## config.mk

```make
export PLATFORM = sky130hd
export DESIGN_NAME = winding_number_point_in_polygon_core
export DESIGN_NICKNAME = d
export VERILOG_FILES = /design/src/design/wnpip_pkg.sv /design/src/design/wnpip_front.sv /design/src/design/wnpip_cross.sv /design/src/design/wnpip_accum.sv /design/src/design/winding_number_point_in_polygon_core.sv
export SDC_FILE = /design/constraint.sdc
export NUM_CORES = 2
export LEC_CHECK = 0
export BUFFER_PORTS_ARGS = -buffer_cell sky130_fd_sc_hd__clkbuf_2
export CAP_MARGIN = 20
export CORE_ASPECT_RATIO = 0.75
export CORE_MARGIN = 4
export CORE_UTILIZATION = 59
export CTS_CLUSTER_DIAMETER = 50
export CTS_CLUSTER_SIZE = 14
export DETAILED_ROUTE_END_ITERATION = 8
export PLACE_DENSITY = 0.84
export SLEW_MARGIN = 25
export SYNTH_ARGS = -nofsm -noshare
export SYNTH_HDL_FRONTEND = slang
export SYNTH_SLANG_ARGS = --single-unit
```

## constraint.sdc

```tcl
create_clock -name clk -period 8.2 [get_ports clk]
set_input_delay 0.41 -clock clk [delete_from_list [all_inputs] [get_ports clk]]
set_output_delay 0.41 -clock clk [all_outputs]
set_load 0.005 [all_outputs]
```

## src/design/wnpip_pkg.sv

```systemverilog
// Package for the winding-number point-in-polygon core.
// Holds the item structs, the inter-stage structs and the crossing codes.
// No dependencies.
package wnpip_pkg;

  localparam int COORD_W = 24;
  localparam int DIFF_W  = COORD_W + 1;
  localparam int PROD_W  = 2 * DIFF_W;
  localparam int WIND_W  = 13;

  typedef struct packed {
    logic signed [COORD_W-1:0] point_x;
    logic signed [COORD_W-1:0] point_y;
    logic signed [COORD_W-1:0] vertex_x;
    logic signed [COORD_W-1:0] vertex_y;
    logic                      first_vertex;
    logic                      last_vertex;
  } in_item_t;

  typedef struct packed {
    logic signed [WIND_W-1:0] winding;
    logic                     on_edge;
    logic                     is_inside;
  } out_item_t;

  // segment ends relative to the test point
  typedef struct packed {
    logic                     valid;
    logic                     first;
    logic                     last;
    logic signed [DIFF_W-1:0] ax;
    logic signed [DIFF_W-1:0] ay;
    logic signed [DIFF_W-1:0] bx;
    logic signed [DIFF_W-1:0] by;
  } seg_t;

  typedef struct packed {
    logic neg;
    logic pos;
  } sgn_t;

  typedef struct packed {
    logic                     valid;
    logic                     first;
    logic                     last;
    sgn_t                     sax;
    sgn_t                     say;
    sgn_t                     sbx;
    sgn_t                     sby;
    logic signed [PROD_W-1:0] cross_l;
    logic signed [PROD_W-1:0] cross_r;
  } prod_t;

  typedef enum logic [2:0] {
    CR_NONE,
    CR_UP_HALF,
    CR_DN_HALF,
    CR_UP_FULL,
    CR_DN_FULL,
    CR_EDGE
  } cross_t;

endpackage

```

## src/design/wnpip_front.sv

```systemverilog
// Input stage: holds the test point and previous vertex, registers the
// segment ends moved to the point's origin. Depends on wnpip_pkg.
module wnpip_front (
  input  logic              clk,
  input  logic              rst_n,
  input  logic              advance,
  input  logic              in_valid,
  input  wnpip_pkg::in_item_t in_data,
  output wnpip_pkg::seg_t   seg_r
);
  import wnpip_pkg::*;

  logic signed [COORD_W-1:0] held_x_r, held_y_r, prev_x_r, prev_y_r;
  seg_t seg_nxt;

  always_comb begin
    seg_nxt       = seg_r;
    seg_nxt.valid = in_valid;
    seg_nxt.first = in_data.first_vertex;
    seg_nxt.last  = in_data.last_vertex;
    seg_nxt.ax    = {prev_x_r[COORD_W-1], prev_x_r} - {held_x_r[COORD_W-1], held_x_r};
    seg_nxt.ay    = {prev_y_r[COORD_W-1], prev_y_r} - {held_y_r[COORD_W-1], held_y_r};
    seg_nxt.bx    = {in_data.vertex_x[COORD_W-1], in_data.vertex_x}
                  - {held_x_r[COORD_W-1], held_x_r};
    seg_nxt.by    = {in_data.vertex_y[COORD_W-1], in_data.vertex_y}
                  - {held_y_r[COORD_W-1], held_y_r};
  end

  always_ff @(posedge clk) begin
    if (!rst_n) begin
      held_x_r    <= '0;
      held_y_r    <= '0;
      prev_x_r    <= '0;
      prev_y_r    <= '0;
      seg_r       <= '0;
    end else if (advance) begin
      seg_r <= seg_nxt;
      if (in_valid) begin
        if (in_data.first_vertex) begin
          held_x_r <= in_data.point_x;
          held_y_r <= in_data.point_y;
        end
        prev_x_r <= in_data.vertex_x;
        prev_y_r <= in_data.vertex_y;
      end
    end
  end

endmodule

```

## src/design/wnpip_cross.sv

```systemverilog
// Product stage: the two cross products of the segment ends and the
// sign flags of each coordinate. Depends on wnpip_pkg.
module wnpip_cross (
  input  logic            clk,
  input  logic            rst_n,
  input  logic            advance,
  input  wnpip_pkg::seg_t seg_r,
  output wnpip_pkg::prod_t prod_r
);
  import wnpip_pkg::*;

  prod_t prod_nxt;

  function automatic sgn_t sign_of(logic signed [DIFF_W-1:0] v);
    sgn_t s;
    s.neg = v[DIFF_W-1];
    s.pos = !v[DIFF_W-1] && (v != '0);
    return s;
  endfunction

  always_comb begin
    prod_nxt.valid   = seg_r.valid;
    prod_nxt.first   = seg_r.first;
    prod_nxt.last    = seg_r.last;
    prod_nxt.sax     = sign_of(seg_r.ax);
    prod_nxt.say     = sign_of(seg_r.ay);
    prod_nxt.sbx     = sign_of(seg_r.bx);
    prod_nxt.sby     = sign_of(seg_r.by);
    prod_nxt.cross_l = seg_r.ax * seg_r.by;
    prod_nxt.cross_r = seg_r.bx * seg_r.ay;
  end

  always_ff @(posedge clk) begin
    if (!rst_n) begin
      prod_r <= '0;
    end else if (advance) begin
      prod_r <= prod_nxt;
    end
  end

endmodule

```

## src/design/wnpip_accum.sv

```systemverilog
// Final stage: classifies the segment, accumulates the crossing sum with
// saturation and the sticky on-edge flag, and holds the result register.
// Depends on wnpip_pkg.
module wnpip_accum #(
  parameter int MAX_VERTICES = 4096
) (
  input  logic                 clk,
  input  logic                 rst_n,
  input  logic                 advance,
  input  wnpip_pkg::prod_t     prod_r,
  input  logic                 out_ready,
  output logic                 out_valid,
  output wnpip_pkg::out_item_t out_data
);
  import wnpip_pkg::*;

  localparam int SW = $clog2(2 * MAX_VERTICES) + 1;
  localparam int WW = (SW > WIND_W) ? SW : WIND_W;
  localparam logic signed [SW:0] LIM = (SW+1)'(2 * MAX_VERTICES - 1);

  logic signed [SW-1:0] sum_r, sum_nxt;
  logic                 edge_r, edge_nxt;
  cross_t               code;
  logic signed [2:0]    delta;
  logic signed [SW:0]   sum_add;
  logic signed [WW-1:0] wide_sum, rounded, half;
  logic                 y_same, x_same, y_zero, eq;
  logic                 out_valid_r;
  out_item_t            out_data_r, out_nxt;

  always_comb begin
    y_same = (prod_r.say.pos && prod_r.sby.pos) || (prod_r.say.neg && prod_r.sby.neg);
    x_same = (prod_r.sax.pos && prod_r.sbx.pos) || (prod_r.sax.neg && prod_r.sbx.neg);
    y_zero = !(prod_r.say.pos || prod_r.say.neg) || !(prod_r.sby.pos || prod_r.sby.neg);
    eq     = prod_r.cross_l == prod_r.cross_r;
    if (y_same) begin
      code = CR_NONE;
    end else if (eq && !x_same) begin
      code = CR_EDGE;
    end else if (y_zero) begin
      if (!(prod_r.sby.pos || prod_r.sby.neg)) begin
        // segment ends on the axis
        if (!(prod_r.say.pos || prod_r.say.neg) || prod_r.sbx.pos) begin
          code = CR_NONE;
        end else begin
          code = prod_r.say.pos ? CR_DN_HALF : CR_UP_HALF;
        end
      end else if (prod_r.sax.pos) begin
        code = CR_NONE;
      end else begin
        code = prod_r.sby.pos ? CR_UP_HALF : CR_DN_HALF;
      end
    end else if (prod_r.say.neg) begin
      code = (prod_r.cross_l >= prod_r.cross_r) ? CR_NONE : CR_UP_FULL;
    end else begin
      code = (prod_r.cross_r >= prod_r.cross_l) ? CR_NONE : CR_DN_FULL;
    end
  end

  always_comb begin
    case (code)
      CR_UP_HALF: delta = 3'sd1;
      CR_DN_HALF: delta = -3'sd1;
      CR_UP_FULL: delta = 3'sd2;
      CR_DN_FULL: delta = -3'sd2;
      default:    delta = 3'sd0;
    endcase
    sum_add  = {sum_r[SW-1], sum_r} + (SW+1)'(delta);
    sum_nxt  = sum_r;
    edge_nxt = edge_r;
    if (prod_r.first) begin
      sum_nxt  = '0;
      edge_nxt = 1'b0;
    end else if (!edge_r) begin
      if (code == CR_EDGE) begin
        edge_nxt = 1'b1;
      end else if (sum_add > LIM) begin
        sum_nxt = LIM[SW-1:0];
      end else if (sum_add < -LIM) begin
        sum_nxt = SW'(-LIM);
      end else begin
        sum_nxt = sum_add[SW-1:0];
      end
    end
    // halve toward zero
    wide_sum = WW'(sum_nxt);
    rounded  = wide_sum + {{(WW-1){1'b0}}, wide_sum[WW-1]};
    half     = rounded >>> 1;
    out_nxt.winding   = edge_nxt ? '0 : half[WIND_W-1:0];
    out_nxt.on_edge   = edge_nxt;
    out_nxt.is_inside = !edge_nxt && (half != '0);
  end

  always_ff @(posedge clk) begin
    if (!rst_n) begin
      sum_r       <= '0;
      edge_r      <= 1'b0;
      out_valid_r <= 1'b0;
    end else begin
      if (advance && prod_r.valid) begin
        sum_r  <= sum_nxt;
        edge_r <= edge_nxt;
      end
      if (advance && prod_r.valid && prod_r.last) begin
        out_valid_r <= 1'b1;
      end else if (out_ready) begin
        out_valid_r <= 1'b0;
      end
    end
  end

  always_ff @(posedge clk) begin
    if (advance && prod_r.valid && prod_r.last) begin
      out_data_r <= out_nxt;
    end
  end

  assign out_valid = out_valid_r;
  assign out_data  = out_data_r;

  a_sum_range: assert property (@(posedge clk) disable iff (!rst_n)
    (sum_r <= $signed(LIM[SW-1:0])) && (sum_r >= SW'(-LIM)))
    else $error("crossing sum out of range");

  a_edge_zero: assert property (@(posedge clk) disable iff (!rst_n)
    out_valid_r && out_data_r.on_edge |-> (out_data_r.winding == '0) && !out_data_r.is_inside)
    else $error("on-edge result with nonzero winding");

  a_no_overwrite: assert property (@(posedge clk) disable iff (!rst_n)
    out_valid_r && !out_ready |-> !(advance && prod_r.valid && prod_r.last))
    else $error("result register overwritten while stalled");

  a_edge_sticky: assert property (@(posedge clk) disable iff (!rst_n)
    edge_r && !(advance && prod_r.valid && prod_r.first) |=> edge_r)
    else $error("on-edge flag cleared mid-polygon");

endmodule

```

## src/design/winding_number_point_in_polygon_core.sv

```systemverilog
// Top level of the winding-number point-in-polygon core.
// Instantiates wnpip_front, wnpip_cross and wnpip_accum; uses wnpip_pkg.
//
// Usage:
//   Input channel (in_valid/in_ready/in_data) takes one polygon vertex per
//   item. first_vertex latches the test point and clears the count;
//   last_vertex must repeat the first vertex and makes one result item.
//   Result channel (out_valid/out_ready/out_data) gives winding, on_edge
//   and is_inside for each polygon.
// Timing:
//   One vertex per cycle sustained while not stalled. Three register
//   stages (segment ends, cross products, accumulate/result); the last
//   one is the result register that drives the out_data port.
//   The pipeline stalls only when a last-vertex item reaches the final
//   stage while the result register is still held by the receiver; other
//   vertices keep flowing while a result waits.
// Reset:
//   rst_n (synchronous, active low) empties the pipeline and clears the
//   held point, previous vertex, crossing sum and on-edge flag to zero.
module winding_number_point_in_polygon_core #(
  parameter int MAX_VERTICES = 4096
) (
  input  logic                 clk,
  input  logic                 rst_n,
  input  logic                 in_valid,
  output logic                 in_ready,
  input  wnpip_pkg::in_item_t  in_data,
  output logic                 out_valid,
  input  logic                 out_ready,
  output wnpip_pkg::out_item_t out_data
);
  import wnpip_pkg::*;

  seg_t  seg_r;
  prod_t prod_r;
  logic  advance;

  // hold everything only when a result would land on a stalled one
  assign advance  = !(prod_r.valid && prod_r.last && out_valid && !out_ready);
  assign in_ready = advance;

  wnpip_front u_front (
    .clk      (clk),
    .rst_n    (rst_n),
    .advance  (advance),
    .in_valid (in_valid),
    .in_data  (in_data),
    .seg_r    (seg_r)
  );

  wnpip_cross u_cross (
    .clk     (clk),
    .rst_n   (rst_n),
    .advance (advance),
    .seg_r   (seg_r),
    .prod_r  (prod_r)
  );

  wnpip_accum #(
    .MAX_VERTICES (MAX_VERTICES)
  ) u_accum (
    .clk       (clk),
    .rst_n     (rst_n),
    .advance   (advance),
    .prod_r    (prod_r),
    .out_ready (out_ready),
    .out_valid (out_valid),
    .out_data  (out_data)
  );

  a_stall_cause: assert property (@(posedge clk) disable iff (!rst_n)
    !in_ready |-> out_valid && !out_ready)
    else $error("input stalled without a held result");

endmodule
```

==> tab_implementation.tex <==
\begin{tabular}{lr}
\hline
Metric & Value \\
\hline
\multicolumn{2}{l}{\textbf{Synthesis}} \\
Share of synthesized area occupied by flip-flops and latches & 0.110 \\
Synthesized-area fraction occupied by and/or/nand/nor cells & 0.170 \\
Yosys synthesis warning count & 0 \\
Nets in the synthesized netlist & 9127 \\
Compound-Gate Fraction of Synth Area & 0.0877 \\
Multiplexer area fraction after synthesis & 0.000669 \\
Combined area of all synthesized cells & 63600 um2 \\
Number of library cell types mapped by synthesis & 87 \\
Post-synthesis instance total & 7262 \\
Largest family of logic cells by synthesized area & adder cells \\
Post-synthesis adder-cell area fraction & 0.503 \\
Ys flop type & sky130\_fd\_sc\_hd\_\_dfxtp\_1 \\
Synthesized flop and latch total & 341 \\
Fraction of synthesis flops using an asynchronous set or reset pin & 0 \\
Number of flops mapped to enable cells by yosys & 15 \\
XOR/XNOR Fraction of Synth Area & 0.0260 \\
Average instance area after synthesis & 8.75 um2 \\
\multicolumn{2}{l}{\textbf{Worst setup path}} \\
Largest stage delay on the critical path & 0.87 ns \\
Cell repeated most along the worst path & sky130\_fd\_sc\_hd\_\_fa\_1 \\
End of the worst register-to-register path & u\_cross.prod\_r[49] \\
Critical setup path kind & register to register \\
Critical path peak fanout & 12 \\
Critical path arrival & 8.39 ns \\
Count of buffer and inverter cells on the critical path & 4 \\
Crit start category & register \\
Endpoint class of the critical path & register \\
Required time at the endpoint of the critical path & 8.66 ns \\
Cells traversed along the worst timing path & buf\_4 -> nand2\_1 -> fa\_1 -> fa\_1 -> inv\_1 -> fa\_1 -> ha\_1 -> fa\_1 -> inv\_1 -> fa\_1 -> fa\_1 -> inv\_1 -> ha\_1 -> a21o\_1 -> a211oi\_1 -> nor2b\_1 -> a211oi\_1 -> nor3\_1 -> o211ai\_1 -> a41o\_1 -> nor2b\_1 -> nor3\_1 -> or3\_1 -> a31oi\_1 \\
Master of the slowest instance on the critical path & sky130\_fd\_sc\_hd\_\_dfxtp\_1 \\
Minimum setup slack among reg-to-reg paths & 0.27 ns \\
Cell type group with the largest total delay on the critical path & adder cells \\
Depth of the worst register-to-register path & 24 \\
Worst reg2reg startpoint & u\_front.seg\_r[56] \\
\multicolumn{2}{l}{\textbf{Floorplanning}} \\
Y dimension of the die & 292 um \\
Number of ports placed on the die boundary & 119 \\
Core area & 106000 um2 \\
Total Die Area & 113000 um2 \\
\# rows & 103 \\
Starting density of the core & 0.599 \\
Floorplan die width & 387 um \\
\multicolumn{2}{l}{\textbf{Route}} \\
Number of routed nets with antenna violations & 0 \\
Routed via count & 51300 \\
Total detailed-routing wirelength & 188000 um \\
Count of TritonRoute iterations in the first routing pass & 8 \\
Routed wirelength normalized by instance count & 21.6 um \\
Via/cell ratio & 5.89 \\
Residual DRC & 0 \\
Detailed router's first-iteration violation count & 5150 \\
\multicolumn{2}{l}{\textbf{Clock network}} \\
Deepest level of the CTS H-tree & 2 \\
Post-CTS clock slew at the launch and capture registers of the worst setup and hold paths & 0.07 ns \\
Count of clock tree sinks & 341 \\
Cts bufs inserted & 42 \\
Later-pin clock latency in the skew report & 0.63 ns \\
Cell at the root of the clock tree & sky130\_fd\_sc\_hd\_\_clkbuf\_16 \\
CTS tree & built \\
Number of buffers between clock root and the deepest sink & 3 \\
Total setup buffers inserted after CTS & 0 \\
\multicolumn{2}{l}{\textbf{Timing}} \\
Shortest clock period the worst path allows after layout & 7.93 ns \\
Final slew viol count & 0 \\
Final Setup Violations & 0 \\
Highest clock frequency the design can meet & 0.126 GHz \\
Post-Route Skew & 0.0540 ns \\
Fraction of the cycle the final worst path needs & 0.967 \\
Worst Tran Pin Value & 1.10 ns \\
Relative max-transition margin & 0.262 \\
Fin. Hold Viols & 0 \\
\multicolumn{2}{l}{\textbf{Min path}} \\
Hold path depth & 3 \\
Worst Hold End & u\_front.held\_x\_r[5] \\
Startpoint of the worst hold path & in\_data[79] \\
Path category of the worst min-delay check & input port to register \\
\multicolumn{2}{l}{\textbf{Layout}} \\
Count of filler cells inserted in the layout & 8509 \\
NumNets Final & 9126 \\
Area growth, synth to finish & 6.75\% \\
Share of post-route cells with drive strength above 1 & 0.0651 \\
Final non-filler cell area & 67900 um2 \\
\multicolumn{2}{l}{\textbf{Global route}} \\
GRT Overall Usage & 0.339 \\
Global-route congestion overflow total & 0 \\
Wire length of the first global-routing pass & 302000 um \\
Number of antenna violations at the first check in global routing & 13 \\
Number of global-route vias before repair & 54500 \\
Maximum number of pins on one net before global-route repair & 118 \\
\multicolumn{2}{l}{\textbf{Place}} \\
Port bufs & 118 \\
Placer congestion estimate & 1.03 \\
HPWL Detailed & 155000 um \\
Post-DP Area & 66100 um2 \\
\multicolumn{2}{l}{\textbf{Status}} \\
Status & finished, final reports clean \\
\multicolumn{2}{l}{\textbf{Flow run}} \\
Number of maximum-capacitance constraint violations & 0 \\
\hline
\end{tabular}
## how the worst max path moves through the flow
stage / startpoint / cells past startpoint / end / slack, ns
2_1_floorplan: u_front.seg_r[10] / 27 / u_cross.prod_r[97] / 0.86
3_3_place_gp: u_front.seg_r[82] / 28 / u_cross.prod_r[97] / 0.46
3_5_place_dp: u_front.seg_r[88] / 27 / u_cross.prod_r[97] / 0.35
4_1_cts: u_front.seg_r[4] / 26 / u_cross.prod_r[97] / 0.32
5_1_grt: u_front.seg_r[10] / 26 / u_cross.prod_r[97] / -0.002
6_report: u_front.seg_r[56] / 24 / u_cross.prod_r[49] / 0.27
## flip-flops by register name, indices dropped and copies added (netlist names)
signal and cells:
u_front.prev_x_r 24, u_cross.prod_r 111, u_accum.edge_r 1, u_accum.sum_r 14
u_front.prev_y_r 24, u_accum.out_valid 1, u_front.held_y_r 24, u_front.seg_r 103
u_accum.out_data 15, u_front.held_x_r 24
## layout make-up
type                    count  area, um2  area share
clock inverters            26        308     0.00454
flip-flops and latches    341       7000       0.103
multi-input cells        5185      50100       0.738
clock buffers              49       1100      0.0162
inverters                1333       5020      0.0739
diodes                      8       20.0    0.000295
repair buffers            358       2530      0.0373
well taps                1417       1770      0.0261
## metal layers
metal / global-route usage / vias up / share of wire
li1: - / 22200 / -
met1: 0.473 / 25600 / 0.39
met2: 0.502 / 3009 / 0.43
met3: 0.117 / 485 / 0.14
met4: 0.105 / 10 / 0.038
met5: 0 / - / 0.00035
## through the flow
step	TNS [ns]	std cells	utilization	worst slack (ns)	hold slack, ns
2_1_floorplan	0	7262	-	0.861	0.425
3_3_place_gp	0	8609	0.624	0.459	0.436
3_5_place_dp	0	8609	0.624	0.347	0.445
4_1_cts	0	8709	0.639	0.320	0.00240
5_1_grt	-0.00169	8709	0.640	-0.00169	0.0222
6_report	0	8717	0.640	0.274	0.0132
## cell families after synthesis
kind of cell               Yosys count
AOI/OAI and AO/OA                  890
DFF                                341
adders and majority gates         1763
and+or+nand+nor                   2339
muxes                                4
buffers and inverters             1736
xor gates and xnor gates           189
## layout by cell type (no fill, tap or decap), drive strengths merged, types with 33 or more instances in the layout
master	Yosys	layout
xnor2	126	126
clkbuf	399	167
nor3	64	64
ha	442	442
xor2	63	63
a21oi	378	378
dfxtp	326	326
fa	1321	1321
inv	1333	1343
nand2	1325	1325
nor4	33	33
and2	462	462
a21o	99	99
nand2b	58	58
nand3	63	63
nor2	178	178
a211oi	55	55
buf	4	215
o21ai	144	144
## Yosys cell counts (all sizes together), types with 7 or more instances
library cell	instances	area, um2
a31o	7	61.3
a41oi	9	97.6
nand2	1325	4970
nor4	33	221
o21ai	144	721
and4	9	80.1
nand3	63	320
a22o	8	70.1
a31oi	26	178
xnor2	126	1100
nand2b	58	363
xor2	63	552
nor2b	32	200
and3	14	87.6
nand4	32	200
o21a	24	180
a211o	10	90.1
o21bai	26	195
a21oi	378	1890
edfxtp	15	450
or2	12	75.1
dfxtp	326	6530
or3	29	181
a21o	99	743
a21boi	9	67.6
o211ai	15	131
ha	442	5530
and2	462	2890
inv	1333	5000
o31ai	13	97.6
fa	1321	26400
nand3b	8	60.1
nor3	64	325
nor2	178	668
a211oi	55	418
clkbuf	399	1500
## worst register-to-register path: stages, from the launching register on
cell,delay (ns)
sky130_fd_sc_hd__dfxtp_1,0.87
sky130_fd_sc_hd__buf_4,0.36
sky130_fd_sc_hd__nand2_1,0.11
sky130_fd_sc_hd__fa_1,0.48
sky130_fd_sc_hd__fa_1,0.50
sky130_fd_sc_hd__inv_1,0.06
sky130_fd_sc_hd__fa_1,0.48
sky130_fd_sc_hd__ha_1,0.21
sky130_fd_sc_hd__fa_1,0.48
sky130_fd_sc_hd__inv_1,0.06
sky130_fd_sc_hd__fa_1,0.51
sky130_fd_sc_hd__fa_1,0.52
sky130_fd_sc_hd__inv_1,0.06
sky130_fd_sc_hd__ha_1,0.34
sky130_fd_sc_hd__a21o_1,0.19
sky130_fd_sc_hd__a211oi_1,0.35
sky130_fd_sc_hd__nor2b_1,0.24
sky130_fd_sc_hd__a211oi_1,0.16
sky130_fd_sc_hd__nor3_1,0.48
sky130_fd_sc_hd__o211ai_1,0.36
sky130_fd_sc_hd__a41o_1,0.35
sky130_fd_sc_hd__nor2b_1,0.15
sky130_fd_sc_hd__nor3_1,0.23
sky130_fd_sc_hd__or3_1,0.16
sky130_fd_sc_hd__a31oi_1,0.07
## timing repair
| item | 4_1_cts | 5_1_grt |
|---|---|---|
| endpoints found under the hold margin | 25 | 0 |
| endpoints found under the setup margin | 0 | 4 |
| hold buffers | 25 | 0 |
| gates resized for setup | 0 | 19 |
Power is not shown: default switching activity piles up to over one toggle a cycle in this logic, so the estimate is an artifact.
